`src/rtl/ase_pkg.sv`:
```
package ase_pkg;

  localparam int unsigned MaxActivitiesDef = 16;
  localparam int unsigned TimeBitsDef      = 16;

  typedef struct packed {
    logic [15:0] start_time;
    logic [15:0] finish_time;
    logic        last_activity;
  } act_req_t;

  typedef struct packed {
    logic [15:0] chosen_start;
    logic [15:0] chosen_finish;
    logic [3:0]  chosen_position;
    logic        final_choice;
    logic        set_overflowed;
  } sel_req_t;

  typedef enum logic {
    ST_LOAD,
    ST_DRAIN
  } state_t;

  // Controls from the selector / input side into the cell chain.
  typedef struct packed {
    logic accept;  // input request taken this cycle
    logic shift;   // move every entry one cell toward the head
    logic clear;   // set finished, reset count and drop flag
  } chain_ctrl_t;

  typedef struct packed {
    logic head_valid;
    logic dropped;
  } chain_stat_t;

endpackage

```
`src/rtl/ase_cell.sv`:
```
module ase_cell #(
  parameter int unsigned TIME_BITS = ase_pkg::TimeBitsDef,
  parameter int unsigned POS_BITS  = 4
) (
  input  logic                 clk,
  input  logic                 rst,
  input  logic                 ins,
  input  logic                 shift,
  input  logic [TIME_BITS-1:0] new_start,
  input  logic [TIME_BITS-1:0] new_finish,
  input  logic [POS_BITS-1:0]  new_pos,
  input  logic                 left_gx,
  input  logic                 left_valid,
  input  logic [TIME_BITS-1:0] left_start,
  input  logic [TIME_BITS-1:0] left_finish,
  input  logic [POS_BITS-1:0]  left_pos,
  input  logic                 right_valid,
  input  logic [TIME_BITS-1:0] right_start,
  input  logic [TIME_BITS-1:0] right_finish,
  input  logic [POS_BITS-1:0]  right_pos,
  output logic                 gx,
  output logic                 valid,
  output logic [TIME_BITS-1:0] start,
  output logic [TIME_BITS-1:0] finish,
  output logic [POS_BITS-1:0]  pos
);

  // Empty cells count as "later than anything", so the new entry lands at
  // the first cell whose finish is strictly greater (ties stay in load order).
  assign gx = !valid || (finish > new_finish);

  always_ff @(posedge clk) begin
    if (rst) begin
      valid <= 1'b0;
    end else if (ins) begin
      if (gx) begin
        valid <= left_gx ? left_valid : 1'b1;
      end
    end else if (shift) begin
      valid <= right_valid;
    end
  end

  always_ff @(posedge clk) begin
    if (ins) begin
      if (gx) begin
        if (left_gx) begin
          start  <= left_start;
          finish <= left_finish;
          pos    <= left_pos;
        end else begin
          start  <= new_start;
          finish <= new_finish;
          pos    <= new_pos;
        end
      end
    end else if (shift) begin
      start  <= right_start;
      finish <= right_finish;
      pos    <= right_pos;
    end
  end

endmodule

```
`src/rtl/ase_chain.sv`:
```
module ase_chain #(
  parameter int unsigned MAX_ACTIVITIES = ase_pkg::MaxActivitiesDef,
  parameter int unsigned TIME_BITS      = ase_pkg::TimeBitsDef,
  parameter int unsigned POS_BITS       = $clog2(MAX_ACTIVITIES)
) (
  input  logic                   clk,
  input  logic                   rst,
  input  ase_pkg::chain_ctrl_t   ctrl,
  input  logic [TIME_BITS-1:0]   new_start,
  input  logic [TIME_BITS-1:0]   new_finish,
  output ase_pkg::chain_stat_t   stat,
  output logic [TIME_BITS-1:0]   head_start,
  output logic [TIME_BITS-1:0]   head_finish,
  output logic [POS_BITS-1:0]    head_pos
);

  localparam int unsigned CntBits = $clog2(MAX_ACTIVITIES + 1);

  logic [CntBits-1:0] loaded_count;
  logic               dropped_flag;
  logic               full;
  logic               ins;

  logic                 gx_w    [MAX_ACTIVITIES];
  logic                 valid_w [MAX_ACTIVITIES];
  logic [TIME_BITS-1:0] start_w [MAX_ACTIVITIES];
  logic [TIME_BITS-1:0] finish_w[MAX_ACTIVITIES];
  logic [POS_BITS-1:0]  pos_w   [MAX_ACTIVITIES];

  assign full = (loaded_count == CntBits'(MAX_ACTIVITIES));
  assign ins  = ctrl.accept && !full;

  always_ff @(posedge clk) begin
    if (rst || ctrl.clear) begin
      loaded_count <= '0;
      dropped_flag <= 1'b0;
    end else if (ctrl.accept) begin
      if (full) begin
        dropped_flag <= 1'b1;
      end else begin
        loaded_count <= loaded_count + CntBits'(1);
      end
    end
  end

  for (genvar i = 0; i < MAX_ACTIVITIES; i++) begin : g_cell
    logic                 l_gx, l_valid, r_valid;
    logic [TIME_BITS-1:0] l_start, l_finish, r_start, r_finish;
    logic [POS_BITS-1:0]  l_pos, r_pos;

    if (i == 0) begin : g_head
      assign l_gx     = 1'b0;
      assign l_valid  = 1'b0;
      assign l_start  = '0;
      assign l_finish = '0;
      assign l_pos    = '0;
    end else begin : g_mid
      assign l_gx     = gx_w[i-1];
      assign l_valid  = valid_w[i-1];
      assign l_start  = start_w[i-1];
      assign l_finish = finish_w[i-1];
      assign l_pos    = pos_w[i-1];
    end

    if (i == MAX_ACTIVITIES - 1) begin : g_tail
      assign r_valid  = 1'b0;
      assign r_start  = '0;
      assign r_finish = '0;
      assign r_pos    = '0;
    end else begin : g_body
      assign r_valid  = valid_w[i+1];
      assign r_start  = start_w[i+1];
      assign r_finish = finish_w[i+1];
      assign r_pos    = pos_w[i+1];
    end

    ase_cell #(
      .TIME_BITS(TIME_BITS),
      .POS_BITS (POS_BITS)
    ) u_cell (
      .clk         (clk),
      .rst         (rst),
      .ins         (ins),
      .shift       (ctrl.shift),
      .new_start   (new_start),
      .new_finish  (new_finish),
      .new_pos     (POS_BITS'(loaded_count)),
      .left_gx     (l_gx),
      .left_valid  (l_valid),
      .left_start  (l_start),
      .left_finish (l_finish),
      .left_pos    (l_pos),
      .right_valid (r_valid),
      .right_start (r_start),
      .right_finish(r_finish),
      .right_pos   (r_pos),
      .gx          (gx_w[i]),
      .valid       (valid_w[i]),
      .start       (start_w[i]),
      .finish      (finish_w[i]),
      .pos         (pos_w[i])
    );
  end

  assign stat.head_valid = valid_w[0];
  assign stat.dropped    = dropped_flag;
  assign head_start      = start_w[0];
  assign head_finish     = finish_w[0];
  assign head_pos        = pos_w[0];

endmodule

```
`src/rtl/ase_select.sv`:
```
module ase_select #(
  parameter int unsigned TIME_BITS = ase_pkg::TimeBitsDef,
  parameter int unsigned POS_BITS  = 4
) (
  input  logic                 clk,
  input  logic                 rst,
  input  logic                 last_taken,
  input  ase_pkg::chain_stat_t stat,
  input  logic [TIME_BITS-1:0] head_start,
  input  logic [TIME_BITS-1:0] head_finish,
  input  logic [POS_BITS-1:0]  head_pos,
  output logic                 load_open,
  output logic                 shift,
  output logic                 clear,
  output logic                 sel_valid,
  input  logic                 sel_ready,
  output ase_pkg::sel_req_t    sel
);

  ase_pkg::state_t state, state_next;

  logic                 first;
  logic [TIME_BITS-1:0] last_taken_finish;
  logic                 pend_valid;
  logic [TIME_BITS-1:0] pend_start;
  logic [TIME_BITS-1:0] pend_finish;
  logic [POS_BITS-1:0]  pend_pos;

  logic out_free;
  logic take;
  logic grab;
  logic emit;
  logic emit_final;

  assign out_free = !sel_valid || sel_ready;

  always_ff @(posedge clk) begin
    if (rst) begin
      state <= ase_pkg::ST_LOAD;
    end else begin
      state <= state_next;
    end
  end

  always_comb begin
    state_next = state;
    load_open  = 1'b0;
    shift      = 1'b0;
    clear      = 1'b0;
    take       = 1'b0;
    grab       = 1'b0;
    emit       = 1'b0;
    emit_final = 1'b0;
    case (state)
      ase_pkg::ST_LOAD: begin
        load_open = 1'b1;
        if (last_taken) begin
          state_next = ase_pkg::ST_DRAIN;
        end
      end
      ase_pkg::ST_DRAIN: begin
        if (stat.head_valid) begin
          take = first || (head_start >= last_taken_finish);
          // a taken entry pushes the pending one out; wait if that can't go
          if (!(take && pend_valid && !out_free)) begin
            shift = 1'b1;
            grab  = take;
            emit  = take && pend_valid;
          end
        end else if (out_free) begin
          emit       = 1'b1;
          emit_final = 1'b1;
          clear      = 1'b1;
          state_next = ase_pkg::ST_LOAD;
        end
      end
      default: state_next = ase_pkg::ST_LOAD;
    endcase
  end

  always_ff @(posedge clk) begin
    if (rst) begin
      first             <= 1'b0;
      pend_valid        <= 1'b0;
      last_taken_finish <= '0;
    end else begin
      if (last_taken && load_open) begin
        first <= 1'b1;
      end else if (grab) begin
        first <= 1'b0;
      end
      if (grab) begin
        pend_valid        <= 1'b1;
        last_taken_finish <= head_finish;
      end else if (emit_final) begin
        pend_valid <= 1'b0;
      end
    end
  end

  always_ff @(posedge clk) begin
    if (grab) begin
      pend_start  <= head_start;
      pend_finish <= head_finish;
      pend_pos    <= head_pos;
    end
  end

  always_ff @(posedge clk) begin
    if (rst) begin
      sel_valid <= 1'b0;
    end else if (emit) begin
      sel_valid <= 1'b1;
    end else if (sel_ready) begin
      sel_valid <= 1'b0;
    end
  end

  always_ff @(posedge clk) begin
    if (emit) begin
      sel.chosen_start    <= 16'(pend_start);
      sel.chosen_finish   <= 16'(pend_finish);
      sel.chosen_position <= 4'(pend_pos);
      sel.final_choice    <= emit_final;
      sel.set_overflowed  <= stat.dropped;
    end
  end

endmodule

```
`src/rtl/activity_selection_engine.sv`:
```
// Greedy activity selection (interval scheduling) engine.
//
// Input channel act_valid/act_ready/act carries one activity per request:
// start and finish time plus last_activity marking the end of a set.
// Activities enter a row of cells kept sorted by finish time (stable on
// ties) by parallel insertion, one request per cycle while loading.
// Requests beyond MAX_ACTIVITIES are dropped and the set is flagged.
//
// After the last request the cell row shifts toward its head one entry per
// cycle unless the drain is halted, and the selector keeps each entry whose
// start is at least the finish of the previously kept one (the first is
// always kept). A kept entry waits in a pending register until the next
// keep or the end of the set, so final_choice is known when it goes out on
// sel_valid/sel_ready. act_ready is low during the drain. A stalled
// receiver halts the drain when a new keep would overwrite a pending
// request, and holds the end of the set until the output register is free;
// results are never lost. Reset (rst, synchronous) empties the set and
// clears sel_valid; stored entries need no clearing.
module activity_selection_engine #(
  parameter int unsigned MAX_ACTIVITIES = ase_pkg::MaxActivitiesDef,
  parameter int unsigned TIME_BITS      = ase_pkg::TimeBitsDef
) (
  input  logic              clk,
  input  logic              rst,
  input  logic              act_valid,
  output logic              act_ready,
  input  ase_pkg::act_req_t act,
  output logic              sel_valid,
  input  logic              sel_ready,
  output ase_pkg::sel_req_t sel
);

  localparam int unsigned PosBits = $clog2(MAX_ACTIVITIES);

  ase_pkg::chain_ctrl_t ctrl;
  ase_pkg::chain_stat_t stat;

  logic [TIME_BITS-1:0] head_start;
  logic [TIME_BITS-1:0] head_finish;
  logic [PosBits-1:0]   head_pos;
  logic                 accept;
  logic                 load_open;
  logic                 shift;
  logic                 clear;

  assign act_ready = load_open;
  assign accept    = act_valid && load_open;

  assign ctrl.accept = accept;
  assign ctrl.shift  = shift;
  assign ctrl.clear  = clear;

  ase_chain #(
    .MAX_ACTIVITIES(MAX_ACTIVITIES),
    .TIME_BITS     (TIME_BITS),
    .POS_BITS      (PosBits)
  ) u_chain (
    .clk        (clk),
    .rst        (rst),
    .ctrl       (ctrl),
    .new_start  (TIME_BITS'(act.start_time)),
    .new_finish (TIME_BITS'(act.finish_time)),
    .stat       (stat),
    .head_start (head_start),
    .head_finish(head_finish),
    .head_pos   (head_pos)
  );

  ase_select #(
    .TIME_BITS(TIME_BITS),
    .POS_BITS (PosBits)
  ) u_select (
    .clk        (clk),
    .rst        (rst),
    .last_taken (accept && act.last_activity),
    .stat       (stat),
    .head_start (head_start),
    .head_finish(head_finish),
    .head_pos   (head_pos),
    .load_open  (load_open),
    .shift      (shift),
    .clear      (clear),
    .sel_valid  (sel_valid),
    .sel_ready  (sel_ready),
    .sel        (sel)
  );

endmodule

```
`config.mk`:
```
export PLATFORM = sky130hd
export DESIGN_NAME = activity_selection_engine
export DESIGN_NICKNAME = d
export VERILOG_FILES = /design/src/rtl/ase_pkg.sv /design/src/rtl/ase_cell.sv /design/src/rtl/ase_chain.sv /design/src/rtl/ase_select.sv /design/src/rtl/activity_selection_engine.sv
export SDC_FILE = /design/constraint.sdc
export NUM_CORES = 2
export LEC_CHECK = 0
export BUFFER_PORTS_ARGS = -buffer_cell sky130_fd_sc_hd__buf_2
export CAP_MARGIN = 20
export CORE_MARGIN = 5
export CORE_UTILIZATION = 40
export CTS_BUF_LIST = sky130_fd_sc_hd__clkbuf_4 sky130_fd_sc_hd__clkbuf_8
export DETAILED_ROUTE_END_ITERATION = 16
export PLACE_DENSITY = 0.61
export SLEW_MARGIN = 20
export SYNTH_ARGS = -nofsm -noshare
export SYNTH_HDL_FRONTEND = slang
export SYNTH_HIERARCHICAL = 1
export SYNTH_SLANG_ARGS = --single-unit
```
`constraint.sdc`:
```
create_clock -name clk -period 9.75 [get_ports clk]
set_input_delay 0 -clock clk [delete_from_list [all_inputs] [get_ports clk]]
set_output_delay 0 -clock clk [all_outputs]
set_load 0.05 [all_outputs]
```
======== After elaboration in Yosys (flattened, before gate mapping) ========
Cells that the tools add are included.
storage, ports and cells
  logic and storage cells ................. 456
  bits in latches ......................... 0
  output and inout port bits .............. 40
  bits in read-only memories .............. 0
  bits in writable memories ............... 0
  input port bits ......................... 37
  memories kept ........................... 0
  flip-flop bits (word level) ............. 692
cells by class
  eq/ne operators ......................... 17
  add/subtract/negate cells ............... 1
  bitwise operators ....................... 2
  shift operators ......................... 0
  $lt $le $gt $ge ......................... 17
  div/mod/pow operators ................... 0
  muxes and demuxes ....................... 274
  multiply operators ...................... 0
  reduce and logical (&&, ||, !) cells .... 66
operators by type and width
  kind                   count
  $mux W16               125
  $gt A16 B16 Y1         16
  $mux W4                63
  $mux W1                85
  $reduce_and A2 Y1      18
  $ne A2 B2 Y1 const B   16
  $logic_not A1 Y1       19
  $logic_or A1 B1 Y1     19
  $ge A16 B16 Y1         1
  $reduce_bool A2 Y1     4
  $logic_and A1 B1 Y1    6
  $add A5 B1 Y5 const B  1
  $eq A5 B5 Y1 const B   1
  $not A1 Y1             2
  $pmux W1 S2            1

======== Depth between registers and ports, before layout ========
  word-level depth ........................ 9
  depth in mapped cells ................... 12
  mapped depth without buffers ............ 12

======== Cells and area by module ========
Netlist, hierarchy kept.
by module, submodules not included
  module                                    sequential area each (µm²)  area each (µm²)  times used  cells each
  ase_cell at u_chain.g_cell[0].u_cell ...  1101.1                      2293.4           12          220
  ase_cell at u_chain.g_cell[6].u_cell ...  1101.1                      2333.5           4           221
  ase_select                                2622.5                      3547.2           1           220
  ase_chain                                 120.1                       300.3            1           34
  activity_selection_engine                 0.0                         12.5             1           2

======== Least setup slack after synthesis ========
OpenSTA, ideal clock, no wires.
  path kind ............................... flip-flop to flip-flop
  from .................................... register u_chain.g_cell[0].u_cell.start[0]
  to ...................................... register u_chain.g_cell[6].u_cell.finish[0], enable pin
  arrival ................................. 5.071 ns
  path buffers ............................ 0
  setup time .............................. 0.443 ns
  data required time ...................... 9.307 ns
  path slack .............................. 4.236 ns
  clock period less this slack ............ 5.514 ns
  cell stages (with the launch flop) ...... 11
  path through ............................ edfxtp_1 > inv_1 > ha_1 > nand2b_4 > a2111o_1 > a311oi_2 > o211a_1 > nand3b_1 > nor2b_1 > inv_1 > o22ai_1
between the ends
  longest elaborated chain between the ends .. 9
RTL lines
  item                                 RTL line                         RTL
  start: declaration                   ase_cell.sv:23                   output logic [TIME_BITS-1:0] start,
  start signal: assignment             ase_cell.sv:48                   start <= left_start;
  start signal: assignment             ase_cell.sv:52                   start <= new_start;
  start signal: assignment             ase_cell.sv:58                   start <= right_start;
  $ge A16 B16 Y1                       ase_select.sv:63                 take = first || (head_start >= last_taken_finish);
  $logic_or A1 B1 Y1                   ase_select.sv:63
  $logic_and A1 B1 Y1 (2 in series)    ase_select.sv:65                 if (!(take && pend_valid && !out_free)) begin
  $mux W1                              ase_select.sv:65
  $mux W1                              ase_select.sv:62                 if (stat.head_valid) begin
  $mux W1                              ase_select.sv:54                 case (state)
  via shift                            activity_selection_engine.sv:43  logic shift;
  $reduce_bool A2 Y1 (no source line)  -
  $reduce_and A2 Y1 (no source line)   -
  end signal: assignment               ase_cell.sv:49                   finish <= left_finish;
  end signal: assignment               ase_cell.sv:53                   finish <= new_finish;
  end signal: assignment               ase_cell.sv:59                   finish <= right_finish;
  end: declaration                     ase_cell.sv:24                   output logic [TIME_BITS-1:0] finish,
The timed path passes the listed nets, and every way through them passes these cells.
A chain may end at the register's enable or synchronous reset.

======== Worst setup path in the final report ========
  from .................................... register u_chain.loaded_count[0]
  to ...................................... register u_chain.g_cell[13].u_cell.finish[7], enable pin
between the ends
  longest elaborated chain between the ends .. 5
  elaborated cells between the ends (all ways) .. 6
  classes of those cells .................. eq/ne (2); reduce/logical (4)
RTL lines
  item                                                                        RTL line         RTL
  start: declaration                                                          ase_chain.sv:19  logic [CntBits-1:0] loaded_count;
  start signal: assignment                                                    ase_chain.sv:41  loaded_count <= loaded_count + CntBits'(1);
  $eq A5 B5 Y1 *                                                              ase_chain.sv:30  assign full = (loaded_count == CntBits'(MAX_ACTIVITIES));
  $logic_not A1 Y1 *                                                          ase_chain.sv:31  assign ins = ctrl.accept && !full;
  $logic_and A1 B1 Y1 *                                                       ase_chain.sv:31
  via u_chain.ins                                                             ase_chain.sv:22  logic ins;
  $ne A2 B2 Y1 (no source line) / $reduce_bool A2 Y1 (equally long branches)  -
  $reduce_and A2 Y1 (no source line) *                                        -
  end signal: assignment                                                      ase_cell.sv:49
  end signal: assignment                                                      ase_cell.sv:53
  end signal: assignment                                                      ase_cell.sv:59
  end: declaration                                                            ase_cell.sv:24
The timed path passes the listed nets; every way through them passes the cells marked *.

==> impl_metrics.py <==
metrics = {
    "run_status": {
        "outcome": "completed",
    },
    "route": {
        "met1_length_um": 46510,
        "drcViolationCount": 0,
        "first_iter_violations": 1887,
        "dr.max_layer_used": "met4",
        "wl_met2_um": 38930,
        "met3_length_um": 3810,
        "wl_per_cell_um": 16.92,
        "firstDrtPassIters": 5,
        "drtAntennaViolNets": 0,
        "wl_um": 91560,
        "vias": 27380,
        "viasPerCell": 5.060,
    },
    "logic_synthesis": {
        "synth-main-ff-cell": "edfxtp_1",
        "syn_inst": 3780,
        "syn_avg_cell_area_um2": 10.77,
        "synth_commonest_cells": "663 x a21oi_1, 650 x edfxtp_1, 624 x nor2_1, 594 x mux2i_1, 283 x inv_1",
        "synth_edf_count": 650,
        "yosys-top-cells-area": "edfxtp_1 48%, mux2i_1 15%, ha_1 8.4%",
        "ys_async_sr_fraction_pct": 0,
        "yosysTopAreaCellShare_pct": 47.94,
        "ys_types": 58,
        "netlist_area_um2": 40720,
        "ys_seq_elements": 692,
        "yosysMostFrequentCell": "a21oi_1",
        "ys_warn_count": 6,
        "yosys.area.top_type": "edfxtp_1",
        "yosysSeqAreaShare_pct": 50.00,
    },
    "critical_path": {
        "path_common_cell": "buf_4",
        "crit_type": "reg2reg",
        "path_delay_family": "buffers and inverters",
        "worst_setup_path_start_kind": "flop",
        "path_buf_inv": 4,
        "arrival_ns": 5.06,
        "end_kind": "flop",
        "cp_max_fo": 245,
        "worstPathCellList": "inv_1, ha_1, and4bb_1, nor2b_4, buf_4, buf_12, mux2_1, buf_4",
        "crit_required_ns": 10.16,
        "cp_slowest_stage_delay_ns": 0.84,
        "crit_slowest_cell": "dfxtp_1",
    },
    "placement": {
        "hpwl_um": 64670,
        "dp.cells": 5154,
        "io_buffers": 76,
        "place.gp.congestion": 0.7926,
    },
    "floorplanning": {
        "start_util_pct": 40.13,
        "ioPinCount": 77,
        "die_y_um": 329.0,
        "dieWidth_um": 329.0,
        "dieArea_um2": 108300,
        "core_area_um2": 101400,
        "rows": 117,
    },
    "clock_tree": {
        "cts_tree": "done",
        "cts.sinks": 692,
        "numCtsBuffers": 116,
        "clkTransAtPathRegs_ns": 0.06,
        "clk_latency_ns": 0.75,
        "cts.path.max_buffers": 3,
        "h-tree-depth": 3,
        "cts-root-buf": "clkbuf_8",
    },
    "global_route": {
        "antenna_found_initial": 1,
        "grt_pass1_wl_um": 147100,
        "grt_usage_pct": 16.51,
        "grt_max_degree": 276,
        "overflow": 0,
        "grt_pass1_vias": 26740,
    },
    "sta": {
        "timing.final.crit_share_pct": 47.69,
        "period_minus_slack_ns": 4.650,
        "fmax_mhz": 215.0,
        "hold_ws_ns": 0.05355,
        "clock_skew_ns": 0.02753,
        "relSlewSlack_pct": 17.84,
        "rsz0062_at_grt": "no",
        "worstMarginPinSlew_ns": 1.232,
        "tns_ns": 0,
        "setup_viol": 0,
        "hold_violations": 0,
        "drv_slew": 0,
    },
    "min_path": {
        "hold_class": "in2reg",
    },
    "layout": {
        "final_cells": 5411,
        "finish.net_count": 4255,
        "drive_above_1_share_pct": 9.847,
        "area_delta_synth_final_pct": 12.03,
    },
    "pwr": {
        "peakVddDrop_mv": 0.1013,
        "power_mw": 8.357,
        "leakagePower_nw": 20.67,
        "power.density_nw_per_um2": 183.2,
    },
    "job": {
        "drv_cap": 0,
    },
}
## worst paths after layout
kind                                              start                             endpoint  slack (ns)  cells after the start
worst max-delay path            u_chain/loaded_count[0]  u_chain/g_cell[13].u_cell/finish[7]        5.10                      8
worst min-delay path                             act[1]   u_chain/g_cell[0].u_cell/finish[0]        0.05                      4
worst max register to register  u_chain/loaded_count[0]  u_chain/g_cell[13].u_cell/finish[7]        5.10                      8
worst min register to register  u_select/pend_finish[3]                      u_select/sel[9]        0.42                      0
## state kept, by name (all words and copies together), names as in the netlist, 4 cells and up
name / count
u_select/last_taken_finish: 16
u_chain/g_cell.u_cell/pos: 64
u_chain/g_cell.u_cell/finish: 256
u_chain/loaded_count: 5
u_chain/g_cell.u_cell/start: 256
u_select/pend_pos: 4
u_select/pend_start: 16
u_select/pend_finish: 16
u_chain/g_cell.u_cell/valid: 16
u_select/sel: 38
## placed cells by master (no fill, tap or decap), types with 6 or more instances in the layout
cell	instances
a2111o_1	13
a211oi_1	41
a21o_1	8
a21oi_1	662
a2bb2oi_1	12
a31oi_4	11
and3_1	13
buf_2	76
buf_4	49
clkbuf_4	46
clkbuf_8	119
clkinv_1	29
clkinv_2	15
conb_1	75
dfxtp_1	42
dlygate4sd3_1	37
edfxtp_1	650
ha_1	274
inv_1	283
mux2_1	10
mux2i_1	594
nand2_1	47
nand2b_1	40
nand3_1	23
nand4_1	36
nand4_2	16
nor2_1	620
nor2b_1	29
nor2b_4	6
nor3b_2	12
nor4_1	12
o211ai_1	16
o21a_1	12
o21ai_0	26
## cells by family after synthesis
| group | count (synthesis) | share of synthesized area, % |
|---|---|---|
| compound gates | 835 | 11.58 |
| xor+xnor | 2 | 0.04303 |
| fa+ha+maj | 274 | 8.420 |
| buf+inv | 482 | 4.877 |
| flops | 692 | 50.00 |
| mux | 606 | 14.94 |
| other cells | 1 | 0.009210 |
| simple gates | 888 | 10.13 |
## worst reg2reg max path, delay by kind of cell (launching register included)
family	cells	cell delay, ns
adder cells (fa/ha/maj)	1	0.24
buffers and inverters	4	1.89
flip-flops	1	0.84
multiplexers	1	0.95
AND/OR/NAND/NOR	2	0.39
## metrics by stage
step	instance area (µm²)	util, %	setup slack [ns]
detailed placement	42870	42.26	5.234
CTS	45520	44.87	5.150
global route	45610	44.96	4.819
finish	45610	44.96	5.100
global placement	42820	42.21	5.321
floorplan	40990	-	4.236
## cell type report
| cell class | count | area [µm²] |
|---|---|---|
| clock buffer | 165 | 1983 |
| timing repair buffer | 171 | 1328 |
| antenna | 1 | 2.502 |
| inverter | 283 | 1062 |
| clock inverter | 51 | 297.8 |
| tap | 1368 | 1712 |
| fill | 9655 | 55840 |
| sequential | 692 | 20360 |
| multi-input combinational | 2680 | 18870 |
## report_power, final
group          leakage [nW]  internal, mW  total, mW  switching, mW
registers              6.45          3.78       4.07          0.282
clock network          1.23          1.36       2.56           1.20
logic                  13.0         0.699       1.73           1.03
## timing repair
item	4_1_cts	5_1_grt
setup buffers	0	0
hold buffers	37	0
endpoints found under the hold margin	487	0
gates resized for setup	0	0
## metal layers
layer | vias to the layer above | GRT usage, %
met4 | 0 | 4.510
met3 | 138 | 2.413
met1 | 12570 | 24.85
li1 | 14160 | -
met5 | - | 0
met2 | 523 | 24.88
Power figures use the tool's default switching activity.
